[src/hw/rtl/sdp_pkg.sv]
// Shared types, codes and defaults of the SMS-DELIVER PDU field parser.
package sdp_pkg;

    // Register reset values and limits.
    localparam logic [7:0] EXPECTED_CODING_RST    = 8'h04;
    localparam logic [3:0] MAX_CENTER_OCTETS_RST  = 4'd7;
    localparam logic [4:0] MAX_ADDRESS_DIGITS_RST = 5'd12;

    // Configuration register indexes.
    localparam logic [1:0] CFG_EXPECTED_CODING    = 2'd0;
    localparam logic [1:0] CFG_MAX_CENTER_OCTETS  = 2'd1;
    localparam logic [1:0] CFG_MAX_ADDRESS_DIGITS = 2'd2;

    localparam int CFG_INDEX_W = 2;
    localparam int CFG_DATA_W  = 8;

    // Default depth of the result queue.
    localparam int RES_FIFO_DEPTH = 4;

    localparam logic [7:0] TS_OCTETS  = 8'd7;
    localparam logic [3:0] NIBBLE_F   = 4'hF;
    localparam logic [3:0] DIGIT_MAX  = 4'd9;

    typedef enum logic [3:0] {
        KIND_CENTER_LEN   = 4'd0,
        KIND_CENTER_TYPE  = 4'd1,
        KIND_CENTER_DIGIT = 4'd2,
        KIND_FIRST_OCTET  = 4'd3,
        KIND_ADDR_LEN     = 4'd4,
        KIND_ADDR_TYPE    = 4'd5,
        KIND_ADDR_DIGIT   = 4'd6,
        KIND_PID          = 4'd7,
        KIND_DCS          = 4'd8,
        KIND_TIMESTAMP    = 4'd9,
        KIND_UDL          = 4'd10,
        KIND_PAYLOAD      = 4'd11,
        KIND_END          = 4'd12
    } field_kind_t;

    typedef enum logic [1:0] {
        ERR_NONE        = 2'd0,
        ERR_CENTER_LEN  = 2'd1,
        ERR_ADDRESS_LEN = 2'd2,
        ERR_BAD_DIGIT   = 2'd3
    } error_code_t;

    typedef enum logic [3:0] {
        PH_SCLEN   = 4'd0,
        PH_SCTYPE  = 4'd1,
        PH_SCDIG   = 4'd2,
        PH_FO      = 4'd3,
        PH_OALEN   = 4'd4,
        PH_OATYPE  = 4'd5,
        PH_OADIG   = 4'd6,
        PH_PID     = 4'd7,
        PH_DCS     = 4'd8,
        PH_TS      = 4'd9,
        PH_UDL     = 4'd10,
        PH_UDHL    = 4'd11,
        PH_HSKIP   = 4'd12,
        PH_PAYLOAD = 4'd13,
        PH_SKIP    = 4'd14
    } phase_t;

    typedef struct packed {
        logic [3:0] field_kind;
        logic [7:0] field_value;
        logic [4:0] digit_position;
        logic [1:0] error_code;
        logic       coding_matches;
        logic       last;
    } result_t;

    function automatic result_t make_result(input field_kind_t kind, input logic [7:0] value,
                                            input logic [4:0] pos, input error_code_t err,
                                            input logic coding);
        result_t r;
        r.field_kind     = kind;
        r.field_value    = value;
        r.digit_position = pos;
        r.error_code     = err;
        r.coding_matches = coding;
        r.last           = 1'b0;
        return r;
    endfunction

endpackage

[src/hw/rtl/sdp_ifs.sv]
// Stream interfaces for PDU bytes in and parsed fields out.
interface sdp_byte_if;
    logic       valid;
    logic       ready;
    logic [7:0] pdu_byte;
    logic       end_of_pdu;

    modport source (output valid, output pdu_byte, output end_of_pdu, input ready);
    modport sink   (input valid, input pdu_byte, input end_of_pdu, output ready);
endinterface

interface sdp_field_if;
    logic       valid;
    logic       ready;
    logic [3:0] field_kind;
    logic [7:0] field_value;
    logic [4:0] digit_position;
    logic [1:0] error_code;
    logic       coding_matches;
    logic       last;

    modport source (output valid, output field_kind, output field_value,
                    output digit_position, output error_code, output coding_matches,
                    output last, input ready);
    modport sink   (input valid, input field_kind, input field_value,
                    input digit_position, input error_code, input coding_matches,
                    input last, output ready);
endinterface

[src/hw/rtl/sms_deliver_pdu_field_parser_core.sv]
// SMS-DELIVER PDU field parser: byte stream in, field results out.
//
//   channel     dir   payload                                    transaction
//   ---------   ---   ----------------------------------------   ----------------
//   pdu_in      in    pdu_byte[7:0], end_of_pdu                  valid & ready
//   field_out   out   field_kind, field_value, digit_position,   valid & ready
//                     error_code, coding_matches, last
//   cfg         in    cfg_we, cfg_index[1:0], cfg_data[7:0]       cfg_we
//
// Each accepted byte is parsed in the cycle it is taken: the phase registers
// update at that edge and its zero to two results drop into a small result
// queue, so a byte can be taken every cycle while the queue has room. Output
// drains one result per cycle while field_out.ready is high. pdu_in.ready is
// high while the queue has room for two results, the most that one byte gives,
// which keeps the input side independent of field_out.ready.
// Reset clears the phase state, the queue and restores register defaults.
module sms_deliver_pdu_field_parser_core #(
    parameter int FIFO_DEPTH = sdp_pkg::RES_FIFO_DEPTH
) (
    input  logic                          clk,
    input  logic                          rst_n,
    sdp_byte_if.sink                      pdu_in,
    sdp_field_if.source                   field_out,
    input  logic                          cfg_we,
    input  logic [sdp_pkg::CFG_INDEX_W-1:0] cfg_index,
    input  logic [sdp_pkg::CFG_DATA_W-1:0]  cfg_data
);

    localparam int PTR_W = (FIFO_DEPTH > 1) ? $clog2(FIFO_DEPTH) : 1;
    localparam int CNT_W = $clog2(FIFO_DEPTH + 1);

    // Configuration registers.
    logic [7:0] expected_coding_reg;
    logic [3:0] max_center_octets_reg;
    logic [4:0] max_address_digits_reg;

    always_ff @(posedge clk or negedge rst_n)
    begin
        if (!rst_n)
        begin
            expected_coding_reg    <= sdp_pkg::EXPECTED_CODING_RST;
            max_center_octets_reg  <= sdp_pkg::MAX_CENTER_OCTETS_RST;
            max_address_digits_reg <= sdp_pkg::MAX_ADDRESS_DIGITS_RST;
        end
        else if (cfg_we)
        begin
            case (cfg_index)
                sdp_pkg::CFG_EXPECTED_CODING:    expected_coding_reg    <= cfg_data;
                sdp_pkg::CFG_MAX_CENTER_OCTETS:  max_center_octets_reg  <= cfg_data[3:0];
                sdp_pkg::CFG_MAX_ADDRESS_DIGITS: max_address_digits_reg <= cfg_data[4:0];
                default: ;
            endcase
        end
    end

    // Parser state.
    sdp_pkg::phase_t      phase_reg, phase_next;
    logic [7:0]           bytes_left_reg, bytes_left_next;
    logic [4:0]           digit_count_reg, digit_count_next;
    logic                 header_flag_reg, header_flag_next;
    logic [7:0]           header_skip_reg, header_skip_next;
    logic                 coding_flag_reg, coding_flag_next;
    sdp_pkg::error_code_t error_latch_reg, error_latch_next;

    // Results of the byte at the input.
    sdp_pkg::result_t res0, res1;
    logic [1:0]       res_count;

    logic       in_accept;
    logic [7:0] b;
    logic [3:0] lo_nib, hi_nib;
    logic       digit_bad;
    logic [4:0] dc_plus1;
    logic [7:0] bl_minus1;
    logic [7:0] hs_minus1;
    logic [8:0] addr_octets;

    assign b           = pdu_in.pdu_byte;
    assign lo_nib      = b[3:0];
    assign hi_nib      = b[7:4];
    assign digit_bad   = (lo_nib > sdp_pkg::DIGIT_MAX) ||
                         ((hi_nib > sdp_pkg::DIGIT_MAX) && (hi_nib != sdp_pkg::NIBBLE_F));
    assign dc_plus1    = digit_count_reg + 5'd1;
    assign bl_minus1   = bytes_left_reg - 8'd1;
    assign hs_minus1   = header_skip_reg - 8'd1;
    assign addr_octets = ({1'b0, b} + 9'd1) >> 1;

    always_comb
    begin
        sdp_pkg::field_kind_t dkind;
        sdp_pkg::phase_t      dnext;

        phase_next       = phase_reg;
        bytes_left_next  = bytes_left_reg;
        digit_count_next = digit_count_reg;
        header_flag_next = header_flag_reg;
        header_skip_next = header_skip_reg;
        coding_flag_next = coding_flag_reg;
        error_latch_next = error_latch_reg;
        res_count        = 2'd0;
        res0             = '0;
        res1             = '0;

        dkind = (phase_reg == sdp_pkg::PH_SCDIG) ? sdp_pkg::KIND_CENTER_DIGIT
                                                 : sdp_pkg::KIND_ADDR_DIGIT;
        dnext = (phase_reg == sdp_pkg::PH_SCDIG) ? sdp_pkg::PH_FO : sdp_pkg::PH_PID;

        case (phase_reg)
            sdp_pkg::PH_SCLEN:
            begin
                digit_count_next = 5'd0;
                res_count        = 2'd1;
                if (b == 8'd0)
                begin
                    phase_next = sdp_pkg::PH_FO;
                end
                else if (b > {4'd0, max_center_octets_reg})
                begin
                    error_latch_next = sdp_pkg::ERR_CENTER_LEN;
                    phase_next       = sdp_pkg::PH_SKIP;
                end
                else
                begin
                    bytes_left_next = b - 8'd1;
                    phase_next      = sdp_pkg::PH_SCTYPE;
                end
                res0 = sdp_pkg::make_result(sdp_pkg::KIND_CENTER_LEN, b, 5'd0,
                                            error_latch_next, coding_flag_reg);
            end
            sdp_pkg::PH_SCTYPE:
            begin
                res_count  = 2'd1;
                res0       = sdp_pkg::make_result(sdp_pkg::KIND_CENTER_TYPE, b, 5'd0,
                                                  error_latch_reg, coding_flag_reg);
                phase_next = (bytes_left_reg == 8'd0) ? sdp_pkg::PH_FO : sdp_pkg::PH_SCDIG;
            end
            sdp_pkg::PH_SCDIG, sdp_pkg::PH_OADIG:
            begin
                if (digit_bad)
                begin
                    // Report the raw octet once, then drop the rest of the PDU.
                    error_latch_next = sdp_pkg::ERR_BAD_DIGIT;
                    res_count        = 2'd1;
                    res0             = sdp_pkg::make_result(dkind, b, digit_count_reg,
                                                            sdp_pkg::ERR_BAD_DIGIT,
                                                            coding_flag_reg);
                    phase_next       = sdp_pkg::PH_SKIP;
                end
                else
                begin
                    res0 = sdp_pkg::make_result(dkind, {4'd0, lo_nib}, digit_count_reg,
                                                error_latch_reg, coding_flag_reg);
                    res1 = sdp_pkg::make_result(dkind, {4'd0, hi_nib}, dc_plus1,
                                                error_latch_reg, coding_flag_reg);
                    // A high nibble of F is filler and yields no digit.
                    if (hi_nib == sdp_pkg::NIBBLE_F)
                    begin
                        res_count        = 2'd1;
                        digit_count_next = dc_plus1;
                    end
                    else
                    begin
                        res_count        = 2'd2;
                        digit_count_next = digit_count_reg + 5'd2;
                    end
                    bytes_left_next = bl_minus1;
                    if (bl_minus1 == 8'd0)
                        phase_next = dnext;
                end
            end
            sdp_pkg::PH_FO:
            begin
                res_count        = 2'd1;
                res0             = sdp_pkg::make_result(sdp_pkg::KIND_FIRST_OCTET, b, 5'd0,
                                                        error_latch_reg, coding_flag_reg);
                header_flag_next = b[6];
                phase_next       = sdp_pkg::PH_OALEN;
            end
            sdp_pkg::PH_OALEN:
            begin
                digit_count_next = 5'd0;
                res_count        = 2'd1;
                if (b > {3'd0, max_address_digits_reg})
                begin
                    error_latch_next = sdp_pkg::ERR_ADDRESS_LEN;
                    phase_next       = sdp_pkg::PH_SKIP;
                end
                else
                begin
                    bytes_left_next = addr_octets[7:0];
                    phase_next      = sdp_pkg::PH_OATYPE;
                end
                res0 = sdp_pkg::make_result(sdp_pkg::KIND_ADDR_LEN, b, 5'd0,
                                            error_latch_next, coding_flag_reg);
            end
            sdp_pkg::PH_OATYPE:
            begin
                res_count  = 2'd1;
                res0       = sdp_pkg::make_result(sdp_pkg::KIND_ADDR_TYPE, b, 5'd0,
                                                  error_latch_reg, coding_flag_reg);
                phase_next = (bytes_left_reg == 8'd0) ? sdp_pkg::PH_PID : sdp_pkg::PH_OADIG;
            end
            sdp_pkg::PH_PID:
            begin
                res_count  = 2'd1;
                res0       = sdp_pkg::make_result(sdp_pkg::KIND_PID, b, 5'd0,
                                                  error_latch_reg, coding_flag_reg);
                phase_next = sdp_pkg::PH_DCS;
            end
            sdp_pkg::PH_DCS:
            begin
                coding_flag_next = (b == expected_coding_reg);
                res_count        = 2'd1;
                res0             = sdp_pkg::make_result(sdp_pkg::KIND_DCS, b, 5'd0,
                                                        error_latch_reg, coding_flag_next);
                bytes_left_next  = sdp_pkg::TS_OCTETS;
                phase_next       = sdp_pkg::PH_TS;
            end
            sdp_pkg::PH_TS:
            begin
                res_count       = 2'd1;
                res0            = sdp_pkg::make_result(sdp_pkg::KIND_TIMESTAMP, b, 5'd0,
                                                       error_latch_reg, coding_flag_reg);
                bytes_left_next = bl_minus1;
                if (bl_minus1 == 8'd0)
                    phase_next = sdp_pkg::PH_UDL;
            end
            sdp_pkg::PH_UDL:
            begin
                if (header_flag_reg)
                begin
                    // Hold UDL until the header length arrives.
                    bytes_left_next = b;
                    phase_next      = sdp_pkg::PH_UDHL;
                end
                else
                begin
                    res_count  = 2'd1;
                    res0       = sdp_pkg::make_result(sdp_pkg::KIND_UDL, b, 5'd0,
                                                      error_latch_reg, coding_flag_reg);
                    phase_next = sdp_pkg::PH_PAYLOAD;
                end
            end
            sdp_pkg::PH_UDHL:
            begin
                res_count        = 2'd1;
                res0             = sdp_pkg::make_result(sdp_pkg::KIND_UDL,
                                       (bytes_left_reg > b) ? (bytes_left_reg - b - 8'd1)
                                                            : 8'd0,
                                       5'd0, error_latch_reg, coding_flag_reg);
                header_skip_next = b;
                phase_next       = (b == 8'd0) ? sdp_pkg::PH_PAYLOAD : sdp_pkg::PH_HSKIP;
            end
            sdp_pkg::PH_HSKIP:
            begin
                header_skip_next = hs_minus1;
                if (hs_minus1 == 8'd0)
                    phase_next = sdp_pkg::PH_PAYLOAD;
            end
            sdp_pkg::PH_PAYLOAD:
            begin
                res_count = 2'd1;
                res0      = sdp_pkg::make_result(sdp_pkg::KIND_PAYLOAD, b, 5'd0,
                                                 error_latch_reg, coding_flag_reg);
            end
            default:
            begin
                phase_next = sdp_pkg::PH_SKIP;
            end
        endcase

        if (pdu_in.end_of_pdu)
        begin
            // Close the PDU: flag the final result, emit an end marker if silent.
            case (res_count)
                2'd0:
                begin
                    res_count = 2'd1;
                    res0      = sdp_pkg::make_result(sdp_pkg::KIND_END, 8'd0, 5'd0,
                                                     error_latch_next, coding_flag_next);
                    res0.last = 1'b1;
                end
                2'd1:    res0.last = 1'b1;
                default: res1.last = 1'b1;
            endcase
            phase_next       = sdp_pkg::PH_SCLEN;
            bytes_left_next  = 8'd0;
            digit_count_next = 5'd0;
            header_flag_next = 1'b0;
            header_skip_next = 8'd0;
            coding_flag_next = 1'b0;
            error_latch_next = sdp_pkg::ERR_NONE;
        end
    end

    always_ff @(posedge clk or negedge rst_n)
    begin
        if (!rst_n)
        begin
            phase_reg       <= sdp_pkg::PH_SCLEN;
            bytes_left_reg  <= 8'd0;
            digit_count_reg <= 5'd0;
            header_flag_reg <= 1'b0;
            header_skip_reg <= 8'd0;
            coding_flag_reg <= 1'b0;
            error_latch_reg <= sdp_pkg::ERR_NONE;
        end
        else if (in_accept)
        begin
            phase_reg       <= phase_next;
            bytes_left_reg  <= bytes_left_next;
            digit_count_reg <= digit_count_next;
            header_flag_reg <= header_flag_next;
            header_skip_reg <= header_skip_next;
            coding_flag_reg <= coding_flag_next;
            error_latch_reg <= error_latch_next;
        end
    end

    // Result queue: takes up to two results per transaction, drains one per cycle when ready.
    sdp_pkg::result_t res_q [FIFO_DEPTH];
    logic [PTR_W-1:0] wr_ptr_reg, wr_ptr_next, wr_ptr_p1;
    logic [PTR_W-1:0] rd_ptr_reg, rd_ptr_next;
    logic [CNT_W-1:0] count_reg, count_next;
    logic             out_accept;

    assign pdu_in.ready = (count_reg <= CNT_W'(FIFO_DEPTH - 2));
    assign in_accept    = pdu_in.valid && pdu_in.ready;
    assign out_accept   = field_out.valid && field_out.ready;

    assign wr_ptr_p1 = (wr_ptr_reg == PTR_W'(FIFO_DEPTH - 1)) ? '0 : wr_ptr_reg + 1'b1;

    always_comb
    begin
        wr_ptr_next = wr_ptr_reg;
        if (in_accept)
        begin
            case (res_count)
                2'd1:    wr_ptr_next = wr_ptr_p1;
                2'd2:    wr_ptr_next = (wr_ptr_p1 == PTR_W'(FIFO_DEPTH - 1)) ? '0
                                                                             : wr_ptr_p1 + 1'b1;
                default: wr_ptr_next = wr_ptr_reg;
            endcase
        end
        rd_ptr_next = rd_ptr_reg;
        if (out_accept)
            rd_ptr_next = (rd_ptr_reg == PTR_W'(FIFO_DEPTH - 1)) ? '0 : rd_ptr_reg + 1'b1;
        count_next = count_reg + (in_accept ? CNT_W'(res_count) : '0)
                               - (out_accept ? CNT_W'(1) : '0);
    end

    always_ff @(posedge clk or negedge rst_n)
    begin
        if (!rst_n)
        begin
            wr_ptr_reg <= '0;
            rd_ptr_reg <= '0;
            count_reg  <= '0;
        end
        else
        begin
            wr_ptr_reg <= wr_ptr_next;
            rd_ptr_reg <= rd_ptr_next;
            count_reg  <= count_next;
        end
    end

    always_ff @(posedge clk)
    begin
        if (in_accept && (res_count != 2'd0))
            res_q[wr_ptr_reg] <= res0;
        if (in_accept && (res_count == 2'd2))
            res_q[wr_ptr_p1] <= res1;
    end

    // Drive the head of the queue.
    assign field_out.valid          = (count_reg != '0);
    assign field_out.field_kind     = res_q[rd_ptr_reg].field_kind;
    assign field_out.field_value    = res_q[rd_ptr_reg].field_value;
    assign field_out.digit_position = res_q[rd_ptr_reg].digit_position;
    assign field_out.error_code     = res_q[rd_ptr_reg].error_code;
    assign field_out.coding_matches = res_q[rd_ptr_reg].coding_matches;
    assign field_out.last           = res_q[rd_ptr_reg].last;

endmodule

[src/flat_wrapper.sv]
// flat-port wrapper written by rule: the top's interface ports become plain ports
module sms_deliver_pdu_field_parser_core_flat 
#(
    parameter int FIFO_DEPTH = sdp_pkg::RES_FIFO_DEPTH
)
  (clk, rst_n, cfg_we, cfg_index, cfg_data, pdu_in_valid, pdu_in_pdu_byte, pdu_in_end_of_pdu, pdu_in_ready, field_out_valid, field_out_field_kind, field_out_field_value, field_out_digit_position, field_out_error_code, field_out_coding_matches, field_out_last, field_out_ready);
  sdp_byte_if pdu_in_i ();
  sdp_field_if field_out_i ();
  input  logic clk;
  input  logic rst_n;
  input  logic cfg_we;
  input  logic [sdp_pkg::CFG_INDEX_W-1:0] cfg_index;
  input  logic [sdp_pkg::CFG_DATA_W-1:0] cfg_data;
  input wire logic [$bits(pdu_in_i.valid)-1:0] pdu_in_valid;
  input wire logic [$bits(pdu_in_i.pdu_byte)-1:0] pdu_in_pdu_byte;
  input wire logic [$bits(pdu_in_i.end_of_pdu)-1:0] pdu_in_end_of_pdu;
  output wire logic [$bits(pdu_in_i.ready)-1:0] pdu_in_ready;
  output wire logic [$bits(field_out_i.valid)-1:0] field_out_valid;
  output wire logic [$bits(field_out_i.field_kind)-1:0] field_out_field_kind;
  output wire logic [$bits(field_out_i.field_value)-1:0] field_out_field_value;
  output wire logic [$bits(field_out_i.digit_position)-1:0] field_out_digit_position;
  output wire logic [$bits(field_out_i.error_code)-1:0] field_out_error_code;
  output wire logic [$bits(field_out_i.coding_matches)-1:0] field_out_coding_matches;
  output wire logic [$bits(field_out_i.last)-1:0] field_out_last;
  input wire logic [$bits(field_out_i.ready)-1:0] field_out_ready;
  assign pdu_in_i.valid = pdu_in_valid;
  assign pdu_in_i.pdu_byte = pdu_in_pdu_byte;
  assign pdu_in_i.end_of_pdu = pdu_in_end_of_pdu;
  assign pdu_in_ready = pdu_in_i.ready;
  assign field_out_valid = field_out_i.valid;
  assign field_out_field_kind = field_out_i.field_kind;
  assign field_out_field_value = field_out_i.field_value;
  assign field_out_digit_position = field_out_i.digit_position;
  assign field_out_error_code = field_out_i.error_code;
  assign field_out_coding_matches = field_out_i.coding_matches;
  assign field_out_last = field_out_i.last;
  assign field_out_i.ready = field_out_ready;
  sms_deliver_pdu_field_parser_core #(.FIFO_DEPTH(FIFO_DEPTH)) u_core (.clk(clk), .rst_n(rst_n), .pdu_in(pdu_in_i), .field_out(field_out_i), .cfg_we(cfg_we), .cfg_index(cfg_index), .cfg_data(cfg_data));
endmodule
[config.mk]
export PLATFORM = sky130hd
export DESIGN_NAME = sms_deliver_pdu_field_parser_core_flat
export DESIGN_NICKNAME = d
export VERILOG_FILES = /design/src/hw/rtl/sdp_pkg.sv /design/src/hw/rtl/sdp_ifs.sv /design/src/hw/rtl/sms_deliver_pdu_field_parser_core.sv /design/src/flat_wrapper.sv
export SDC_FILE = /design/constraint.sdc
export NUM_CORES = 1
export LEC_CHECK = 0
export BUFFER_PORTS_ARGS = -buffer_cell sky130_fd_sc_hd__clkbuf_2
export CAP_MARGIN = 20
export CORE_MARGIN = 5
export CORE_UTILIZATION = 65
export DETAILED_ROUTE_END_ITERATION = 8
export PLACE_DENSITY = 0.84
export SYNTH_ARGS = -nofsm -noshare
export SYNTH_HDL_FRONTEND = slang
export SYNTH_SLANG_ARGS = --single-unit
[constraint.sdc]
create_clock -name clk -period 5.7 [get_ports clk]
set_clock_uncertainty 0.1 [all_clocks]
set_input_delay 0.57 -clock clk [delete_from_list [all_inputs] [get_ports clk]]
set_output_delay 0.57 -clock clk [all_outputs]
set_load 0.01 [all_outputs]
### After elaboration in Yosys (flattened, before gate mapping)

Memory sizes are Yosys's and may differ from the RTL's.
Cells that the tools add are included.

| cells by class | value |
|---|---|
| add/subtract/negate cells | 13 |
| reductions and logical operators | 33 |
| $lt $le $gt $ge | 6 |
| eq/ne operators | 33 |
| muxes and demuxes | 65 |

Operators with widths:

| operator | number |
|---|---|
| 21-bit case mux with 12 select lines | 1 |
| 8-bit 2-to-1 mux | 8 |
| 21-bit 2-to-1 mux | 3 |
| 4-bit case mux with 13 select lines | 1 |
| 8-bit case mux with 6 select lines | 1 |
| 20-bit 2-to-1 mux | 2 |
| 8-bit zero test | 4 |
| 4-bit 2-to-1 mux | 8 |
| 8-bit by 1-bit subtractor with 8-bit output (second input constant) | 4 |
| 4-bit equality test (second input constant) | 7 |
| 2-bit 2-to-1 mux | 13 |
| 17-bit 2-to-1 mux | 1 |
| 4-bit by 3-bit equality test with 1-bit output (second input constant) | 4 |
| 1-bit 2-to-1 mux | 16 |
| 8-bit case mux with 2 select lines | 1 |
| 5-bit 2-to-1 mux | 3 |
| 3-bit != test (second input constant) | 4 |
| 2-bit case mux with 3 select lines | 2 |
| 2-bit AND reduction | 6 |
| 2-bit equality test (second input constant) | 5 |
| 5-bit case mux with 2 select lines | 1 |
| 10-bit OR reduction | 1 |
| 8-bit by 1-bit adder with 9-bit output (second input constant) | 1 |
| 3-bit 2-to-1 mux | 3 |
| other kinds (31) | 50 |

| storage, ports and cells | value |
|---|---|
| input port bits | 24 |
| memories kept | 1 |
| flip-flop bits (word level) | 53 |
| memory bits (writable) | 84 |

Memories:

| memory | depth | width | read ports | clocked after Yosys merged registers in | wr ports | RTL line | text |
|---|---|---|---|---|---|---|---|
| u_core.res_q | 4 | 21 | 1 | 0 | 2 | sms_deliver_pdu_field_parser_core.sv:321 | `sdp_pkg::result_t res_q [FIFO_DEPTH];` |

### Logic depth before layout (Yosys ltp)

| logic depth | value |
|---|---|
| word-level depth | 12 |
| mapped depth | 16 |

### Worst setup path before layout

No wires, ideal clock.

| timing | value |
|---|---|
| path kind | input-to-reg |
| from | input pdu_in_pdu_byte[0] |
| to | memory u_core.res_q[2][0] in the netlist's numbering, enable pin |
| path slack | 2.410 ns |
| data required time | 5.279 ns |
| path buffers | 1 |
| arrival time | 2.869 ns |
| library setup time | 0.321 ns |
| stages on the path | 14 |
| path through | inv_1 > ha_1 > o21ba_2 > o22ai_2 > nor2_2 > nand2_1 > o21ai_0 > and2_1 > ha_1 > clkbuf_1 > nand2_1 > inv_1 > o21ai_1 > inv_1 |

RTL lines:

| what | RTL line | text |
|---|---|---|
| start, declared | flat_wrapper.sv:15 | `input wire logic [$bits(pdu_in_i.pdu_byte)-1:0] pdu_in_pdu_byte;` |
| end, declared | sms_deliver_pdu_field_parser_core.sv:321 |  |

==> metrics <==
status=finished, final reports clean; critical path type=in -> reg; Synthesis Warnings=0; r2r endpoint=u_core.res_q[1][9]; First-pass DRT Iterations=6; xor-xnor portion of the synthesized cell area=0.0426; class of the worst hold path=in -> async; fin nets=988; min Tclk post-route=4040 ps; Comb pwr share=0.443; sequential power share=0.320; Skew-Pair Late Insertion Delay=440 ps; Post-CTS Setup Bufs=0; largest net degree at the start of global routing=54; site row count=42; Final Hold Viols=0; CTS tree=yes; Syn Std Cell Area=8640 µm²; Post-CTS Resized=0; CP Buf/Inv Count=4; crit share post-route=0.708; detailed-route vias per instance=6.70; WL/cell=21.6 µm; fill count=957; Initial Util=0.658; Max FO, Critical Path=15; Simple-Gate Fraction of Synth Area=0.144; CP Launch Point=pdu_in_pdu_byte[0]; DRC viols=0; Post-Syn Area per Cell=9.66 µm²; via count=7,436; GRT Util Overall=0.312; share of layout cells above drive strength 1=0.177; Biggest register=u_core.res_q; grt ovf=0; Antenna diodes=0; CP max stage delay=520 ps; Max Cap Viol=0; Setup Total Neg Slack=0 ps; drt total wl=24.0 mm; max FFs per register=84; f_max=248 MHz; Pwr Total=0.00486 W; most frequent cells in the layout=nand2_1 (122), o21ai_0 (111), edfxtp_1 (60); Leak=3.82 nW; post-synthesis adder-cell area fraction=0.0640; antenna violations before repair=0; register area share after synthesis=0.419; vias in the first global route=7,172; critical path's top delay family=compound AO/OA/AOI/OAI gates; worst reg2reg path depth=12; Tightest Pin Transition=1040 ps; Core ar.=13,100 µm²; Synthesized Nets=961; net switching power=0.00198 W; Worst R2R Setup Slack=1720 ps; EDFF count, synth=60; GPL Wtd Cong=0.969; normalized max-slew margin=0.305; Die H=125 µm; root buffer selected by CTS=clkbuf_16; hold_ws=162 ps; initial drt markers=1,374; area growth from synthesis to layout=10.6%; Synth cell types=76; worst slack, placed=1330 ps; clock slew at reported path FFs=60 ps; Top FF cell, synth=edfxtp_1; CTS H-tree depth=4; first-pass GRT wire length=38.8 mm; P per Cell Area=509 nW/µm²; switching share of power=0.407; post-synthesis instance total=894; maximum VDD drop=0.000271 V; Post-synth ARST share=0.387; unrepaired setup endpoints after global routing=false; cts bufs inserted=17; reg-to-reg startpoint=u_core.phase_reg[0]; die area=15,700 µm²; mux cell area share after synthesis=0.0846; CP arrival=4010 ps; setup ws final=1660 ps; Sinks on Clock Net=137; most common cell after layout, fill and taps aside=nand2_1; die width=125 µm; main combinational cell family by area after synthesis=compound AO/OA/AOI/OAI gates; Synth Register Bits=137; post-route ant nets=0; Crit path required time=5670 ps; cts hold-fix bufs=0; CP most frequent cell=inv_1; CP max-delay cell=o21ai_1; Synth Area in Compound Gates=0.199; post-detail-place hpwl=17.3 mm; Clock Path Buffers=2; CP endpoint kind=flip-flop; power share of the clock group=0.238; I/O Pins=47; Int Power=0.00288 W; Finish-stage setup viols=0; crit-path cells=clkbuf_2 -> inv_1 -> ha_1 -> o21ba_2 -> o22ai_2 -> nor2_2 -> nand2_1 -> o21ai_0 -> and2_1 -> ha_1 -> nand2_1 -> inv_1 -> o21ai_1 -> inv_1; port buffer count=46; Critical Path Source Type=primary input; fin. max-slew vios=0
==> power groups by stage <==
stage / Combinational (W) / Sequential (W) / Clock [W]
after detailed placement: 0.00208 / 0.00156 / 0
after CTS: 0.00212 / 0.00154 / 0.00116
after global placement: 0.00204 / 0.00154 / 0
after global routing: 0.00236 / 0.00159 / 0.00121
after floorplan: 0.00162 / 0.00144 / 0
final: 0.00215 / 0.00155 / 0.00115
==> cells by family after synthesis <==
logic type,count (synthesis)
flops,137
xor+xnor,42
mux,44
buf+inv,94
compound gates,272
fa+ha+maj,43
simple gates,262
==> layer usage <==
metal | vias up | wire [µm] | global-route usage
met5 | - | 0 | 0
met4 | 0 | 1070 | 0.146
met3 | 99 | 2170 | 0.0627
met2 | 482 | 11700 | 0.512
met1 | 3530 | 9110 | 0.402
li1 | 3325 | - | -
==> cell type report <==
class	instances	area (µm²)	area share
multi-input combinational	663	4610	0.483
clock buffer	25	559	0.0585
tap	176	220	0.0230
clock inverter	7	73.8	0.00773
timing repair buffer	54	290	0.0304
sequential	137	3620	0.378
inverter	48	180	0.0189
==> synth_stat cells (all sizes together) (2+ instances only) <==
cell	count	area (µm²)
a32o	5	50.1
o31ai	7	66.3
o2bb2ai	2	17.5
inv	47	176
or4	2	18.8
nand4	8	50.1
nand2b	4	25.0
nor3b	5	42.5
a221oi	4	35.0
dfstp	6	158
dfxtp	24	480
buf	25	149
xor2	15	131
edfxtp	60	1800
and3	9	61.3
nand2	123	464
dfrtp	47	1180
or2	2	12.5
nor2b	8	50.1
a21oi	50	269
a21o	8	60.1
xnor2	27	236
clkbuf	21	80.1
nand3	23	120
a31oi	4	25.0
a22o	15	131
mux4	21	473
o21bai	2	15.0
mux2	22	248
ha	41	513
o21ai	124	651
or3	3	18.8
nor4	3	25.0
a22oi	11	82.6
fa	2	40.0
nor2	43	184
and2	7	43.8
o22ai	21	138
nand3b	3	22.5
nor3	18	100
o211ai	6	45.0
a211oi	4	30.0
==> stage by stage <==
step / instance area (µm²) / cells / util
floorplan: 8640 / 894 / -
global placement: 8920 / 1078 / 0.679
detailed placement: 8920 / 1078 / 0.679
CTS: 9550 / 1110 / 0.727
global route: 9550 / 1110 / 0.727
finish: 9550 / 1110 / 0.727
==> worst register-to-register path, stage by stage, from the launching register on <==
cell and delay, ps:
dfrtp_1 360, buf_4 230, nor2_2 270, nand2_1 270, nor2_2 380, nand2_1 280
o21ai_0 130, and2_1 210, ha_1 330, nand2_1 130, inv_1 120, o21ai_1 240
inv_1 550
==> how the worst max path moves through the flow <==
| stage | to | slack, ps | cells past startpoint |
|---|---|---|---|
| 4_1_cts | u_core.res_q[1][9] | 1720 | 14 |
| 2_1_floorplan | u_core.res_q[2][0] | 2410 | 14 |
| 3_5_place_dp | u_core.res_q[1][9] | 1330 | 14 |
| 3_3_place_gp | u_core.res_q[1][10] | 1510 | 14 |
| 6_report | u_core.res_q[1][9] | 1660 | 14 |
| 5_1_grt | u_core.res_q[1][8] | 1400 | 14 |
Note: power is estimated with default switching activity, not from simulation.
